`src/rtl/cau_mult.sv`:
```
// two-stage signed multiplier split into high and low partial products
module cau_mult #(parameter int W = 32) (
   input  logic                  clock,
   input  logic                  en_lo,
   input  logic                  en_hi,
   input  logic signed [W-1:0]   x,
   input  logic signed [W-1:0]   y,
   output logic signed [2*W-1:0] p
);
   localparam int H  = W / 2;
   localparam int LW = H + W + 1;
   localparam int HW = 2 * W - H;

   logic signed [LW-1:0]  lo_in, lo_ff;
   logic signed [HW-1:0]  hi_in, hi_ff;
   logic signed [2*W-1:0] p_in, p_ff;

   always_comb begin
      lo_in = $signed({{(W+1){1'b0}}, x[H-1:0]}) * $signed({{(H+1){y[W-1]}}, y});
      hi_in = $signed({{W{x[W-1]}}, x[W-1:H]}) * $signed({{(W-H){y[W-1]}}, y});
      p_in  = $signed({hi_ff, {H{1'b0}}}) + $signed({{(W-H-1){lo_ff[LW-1]}}, lo_ff});
   end

   always_ff @(posedge clock) begin
      if (en_lo) begin
         lo_ff <= lo_in;
         hi_ff <= hi_in;
      end
      if (en_hi) begin
         p_ff <= p_in;
      end
   end

   assign p = p_ff;

endmodule

```
`config.mk`:
```
export PLATFORM = sky130hd
export DESIGN_NAME = cau_mult
export DESIGN_NICKNAME = d
export VERILOG_FILES = /design/src/rtl/cau_mult.sv
export SDC_FILE = /design/constraint.sdc
export NUM_CORES = 2
export LEC_CHECK = 0
export BUFFER_PORTS_ARGS = -buffer_cell sky130_fd_sc_hd__buf_2
export CAP_MARGIN = 20
export CORE_ASPECT_RATIO = 0.7
export CORE_UTILIZATION = 45
export DETAILED_ROUTE_END_ITERATION = 8
export PLACE_DENSITY = 0.59
export SLEW_MARGIN = 20
export SYNTH_ARGS = -nofsm -noshare
export SYNTH_HDL_FRONTEND = slang
export SYNTH_SLANG_ARGS = --single-unit
```
`constraint.sdc`:
```
create_clock -name clock -period 5.8 [get_ports clock]
set_clock_uncertainty 0.1 [all_clocks]
set_input_delay 0 -clock clock [delete_from_list [all_inputs] [get_ports clock]]
set_output_delay 0 -clock clock [all_outputs]
set_load 0.01 [all_outputs]
```
### After elaboration in Yosys (flattened, before gate mapping)

Index checks and enable logic that the tools add are counted.

| operators by class | value |
|---|---|
| add/sub/neg operators | 1 |
| multiply operators | 2 |

Operators by type and width:

| operator | count |
|---|---|
| 64-bit by 49-bit adder with 64-bit output | 1 |
| 17-bit by 32-bit multiplier with 49-bit output | 1 |
| 16-bit by 32-bit multiplier with 48-bit output | 1 |

| storage, ports and cells | value |
|---|---|
| register bits | 161 |
| input bits | 67 |
| output and inout bits | 64 |
| word-level logic and storage cells | 6 |

### Longest topological paths before layout

| depth | value |
|---|---|
| depth after elaboration | 1 |
| mapped depth | 25 |
| gate-level depth less buffers | 24 |

### Least setup slack after synthesis

No wires, ideal clock.

| path | value |
|---|---|
| path kind | input to register |
| from | input y[31] |
| to | register lo_ff[48] (data pin) |
| arrival time | 5533 ps |
| path slack | -95 ps |
| cell stages on the path | 21 |
| cells stage by stage | clkbuf_1 nand2_1 fa_1 inv_1 fa_1 inv_1 fa_1 fa_1 fa_1 fa_1 inv_1 ha_1 clkbuf_1 and3_1 and2_1 and3_1 a211oi_1 nand2_1 o21ai_0 o21ai_0 xnor2_1 |

| between the ends | value |
|---|---|
| cells in the longest elaborated chain, start to end | 1 |

RTL lines:

| element | RTL line | RTL |
|---|---|---|
| start, declared | 7 | `input logic signed [W-1:0] y,` |
| 17-bit by 32-bit multiplier with 49-bit output | 19 | `lo_in = $signed({{(W+1){1'b0}}, x[H-1:0]}) * $signed({{(H+1){y[W-1]}}, y});` |
| named net lo_in[48] | 14 | `logic signed [LW-1:0] lo_in, lo_ff;` |
| end signal, assigned | 26 | `lo_ff <= lo_in;` |
| end, declared | 14 |  |

The timed path passes the listed nets, and every way through them passes these cells.
A chain may end at the register's enable or synchronous reset.

### Final worst setup path

| path | value |
|---|---|
| from | input x[20] |
| to | register hi_ff[43] (data pin) |

| between the ends | value |
|---|---|
| cells in the longest elaborated chain, start to end | 1 |

RTL lines:

| element | RTL line | RTL |
|---|---|---|
| start, declared | 6 | `input logic signed [W-1:0] x,` |
| 16-bit by 32-bit multiplier with 48-bit output | 20 | `hi_in = $signed({{W{x[W-1]}}, x[W-1:H]}) * $signed({{(W-H){y[W-1]}}, y});` |
| named net hi_in[43] | 15 | `logic signed [HW-1:0] hi_in, hi_ff;` |
| end signal, assigned | 27 | `hi_ff <= hi_in;` |
| end, declared | 15 |  |

The timed path passes the listed nets, and every way through them passes these cells.

==> summary.md <==
| Metric | Value |
|---|---|
| Status | `complete, no violations` |
| Family with the most delay on the worst path | `adder cells` |
| Grt ovf | `0` |
| Number of global-route vias before repair | `33200` |
| Period utilization | `97.4%` |
| Rel. slew slack | `42.9%` |
| Crit-path cells | `buf_2 > buf_12 > buf_4 > buf_4 > and2_1 > fa_1 > inv_1 > fa_1 > fa_1 > inv_1 > fa_1 > fa_1 > inv_1 > fa_1 > inv_1 > ha_1 > nand2_1 > a211o_1 > a32o_1 > a31oi_4 > a21oi_2 > or4_1 > nand3_1` |
| Initial DRC Count | `2459` |
| Sequential fraction of the synthesis area | `11.2%` |
| Final setup violation count | `0` |
| Min-delay worst type | `in2reg` |
| Unrepaired setup endpoints after global routing | `yes` |
| Count of state elements after synthesis | `161` |
| Origin of the worst setup path | `x[20]` |
| Syn_area_per_cell | `9.29 sq um` |
| Proportion of synthesized area in mux cells | `0.0232%` |
| TritonRoute pass-1 iters | `5` |
| Number of remaining DRC errors | `0` |
| Total track usage | `24.9%` |
| Clk slew on worst S/H paths | `0.06 ns` |
| Compound-Gate Fraction of Synth Area | `6.34%` |
| Vias | `31800` |
| R2R setup slack | `2.03 ns` |
| Synth Area in Simple Gates | `14.4%` |
| Final hold violations | `0` |
| Slew @ Worst Pin | `0.856 ns` |
| Critical R2R Capture | `p[61]` |
| Largest net degree at the start of global routing | `65` |
| Slowest cell on crit path | `fa_1` |
| Post-Syn Instances | `4647` |
| Most frequent cells in the layout | `inv_1 (1147), fa_1 (965), nand2_1 (658)` |
| YS warnings | `0` |
| WP data arrival | `5.89 ns` |
| WP data required | `6.04 ns` |
| Die Wd | `372 microns` |
| Synth Net Count | `5968` |
| Core area | `0.0946 sq mm` |
| Fill count | `8634` |
| First-pass GRT wire length | `185000 microns` |
| Clock latency on the worst-skew pair | `0.50 ns` |
| GP Congestion | `0.940` |
| Crit Path Max Fanout | `13` |
| Final core utilization | `53.5%` |
| Ys async rst share | `0%` |
| Crit path depth | `23` |
| Max-cap violation count | `0` |
| WL per Instance | `18.1 microns` |
| Io pins | `131` |
| CTS Root Buffer Type | `clkbuf_16` |
| Crit Path Class | `in2reg` |
| Mapped cell area | `0.0432 sq mm` |
| Num CTS Buffers | `17` |
| Initial Util | `45.7%` |
| Vias/cell | `4.95` |
| CP bufs+invs | `8` |
| Worst setup path endpoint | `hi_ff[43]` |
| Port buffer count | `130` |
| Fin. max-slew vios | `0` |
| CTS tree | `built` |
| CTS sink cnt | `161` |
| R2r startpoint | `lo_ff[29]` |
| Critical path's largest stage delay | `0.56 ns` |
| Most frequent CP cell | `fa_1` |
| Initial antenna violation count | `8` |
| Post-synth EDFFs | `161` |
| Startpoint Class | `input port` |
| Post-synthesis adder-cell area fraction | `53.3%` |
| Area growth from synthesis to layout | `17.1%` |
| Critical Path Sink Type | `flip-flop` |
| R2R depth | `10` |
| Final WL | `116000 microns` |
| Commonest non-fill, non-tap cell in the layout | `inv_1` |
| Post-route minimum period | `5.65 ns` |
| H-tree level count | `4` |
| Hold depth | `4` |
| Share of post-route cells with drive strength above 1 | `15.7%` |
| Die area | `0.0972 sq mm` |
| Routed Antenna Nets | `0` |
| Combinational family with the most area after synthesis | `adder cells` |
| CTS Buffer Depth | `2` |
| Row count | `94` |
| Detail Placement HPWL | `101000 microns` |
| XOR/XNOR share of the synthesized area | `2.84%` |
| Primary FF master, synth | `edfxtp_1` |
| Die H | `261 microns` |
| Final Net Count | `6475` |
| Count of different cell masters after synthesis | `65` |
| Max Freq | `177 MHz` |
metrics by stage:
stage	setup TNS (ns)	instance area, sq um	hold slack [ns]	instances	worst slack, ns
2_1_floorplan	-0.0167	43200	0.0125	4647	-0.0167
3_3_place_gp	-18.68	49500	0.303	6378	-0.569
3_5_place_dp	-23.64	49500	0.305	6378	-0.658
4_1_cts	0	50200	0.0882	6412	0.000850
5_1_grt	-0.0432	50500	0.130	6415	-0.0169
6_report	0	50500	0.139	6416	0.151
synthesized netlist by cell type (29+ instances only):
| library cell | number | share of area (%) |
|---|---|---|
| and2_1 | 414 | 6.0 |
| a21o_1 | 61 | 1.1 |
| nand2_1 | 660 | 5.7 |
| xnor2_1 | 103 | 2.1 |
| inv_1 | 1147 | 10 |
| nor2_1 | 82 | 0.71 |
| a21oi_1 | 143 | 1.7 |
| nand3_1 | 29 | 0.34 |
| o21ai_0 | 71 | 0.82 |
| ha_1 | 278 | 8.1 |
| edfxtp_1 | 161 | 11 |
| fa_1 | 976 | 45 |
| xor2_1 | 37 | 0.75 |
| clkbuf_1 | 212 | 1.8 |
routing by layer:
metal	global-route usage, %	vias to the layer above	wire length [microns]
li1	-	14800	-
met1	36.7	15800	55000
met2	34.3	1029	45700
met3	10.6	107	13800
met4	4.25	10	1460
met5	0	-	72
repair_timing:
action	4_1_cts	5_1_grt
setup buffers	0	3
endpoints found under the setup margin	14	45
hold endpoints to repair	35	0
pin swaps	2	14
gates resized for setup	10	99
hold buffers	2	0
worst min-delay path, cell delays in order:
cell and delay, ns:
buf_2 0.10, buf_12 0.21, and2_1 0.16, ha_1 0.13
worst min-delay path by stage:
| stage | from | endpoint | slack, ns |
|---|---|---|---|
| after floorplan | en_lo | hi_ff[0] | 0.01 |
| after global placement | lo_ff[0] | p[0] | 0.30 |
| after detailed placement | lo_ff[4] | p[4] | 0.30 |
| after CTS | x[1] | lo_ff[1] | 0.09 |
| after global routing | x[1] | lo_ff[1] | 0.13 |
| final | x[1] | lo_ff[1] | 0.14 |
area by class of cell:
class	instances	area, sq um	area share, %
Clock inverter	15	173	0.342
Tap cell	1248	1560	3.09
Sequential cell	161	4830	9.56
Clock buffer	17	425	0.842
Timing Repair Buffer	706	5690	11.3
Inverter	1148	4310	8.52
Multi-Input combinational cell	3120	33600	66.4
Antenna cell	1	2.50	0.00495
sequential cells by signal (all words and copies together) (netlist names):
register / count
p: 64
lo_ff: 49
hi_ff: 48
kinds of logic (layout without fill, tap and decap cells):
logic type	after synthesis	after routing
buffers and inverters	1366	1886
and+or+nand+nor	1297	1297
adders and majority gates	1254	1254
AOI/OAI and AO/OA	428	428
DFF	161	161
xor gates and xnor gates	140	140
muxes	1	1
other	0	1
Power is left out: the tool's default activity adds up to more than one toggle a clock period on the data nets, which glitch-free logic cannot reach.
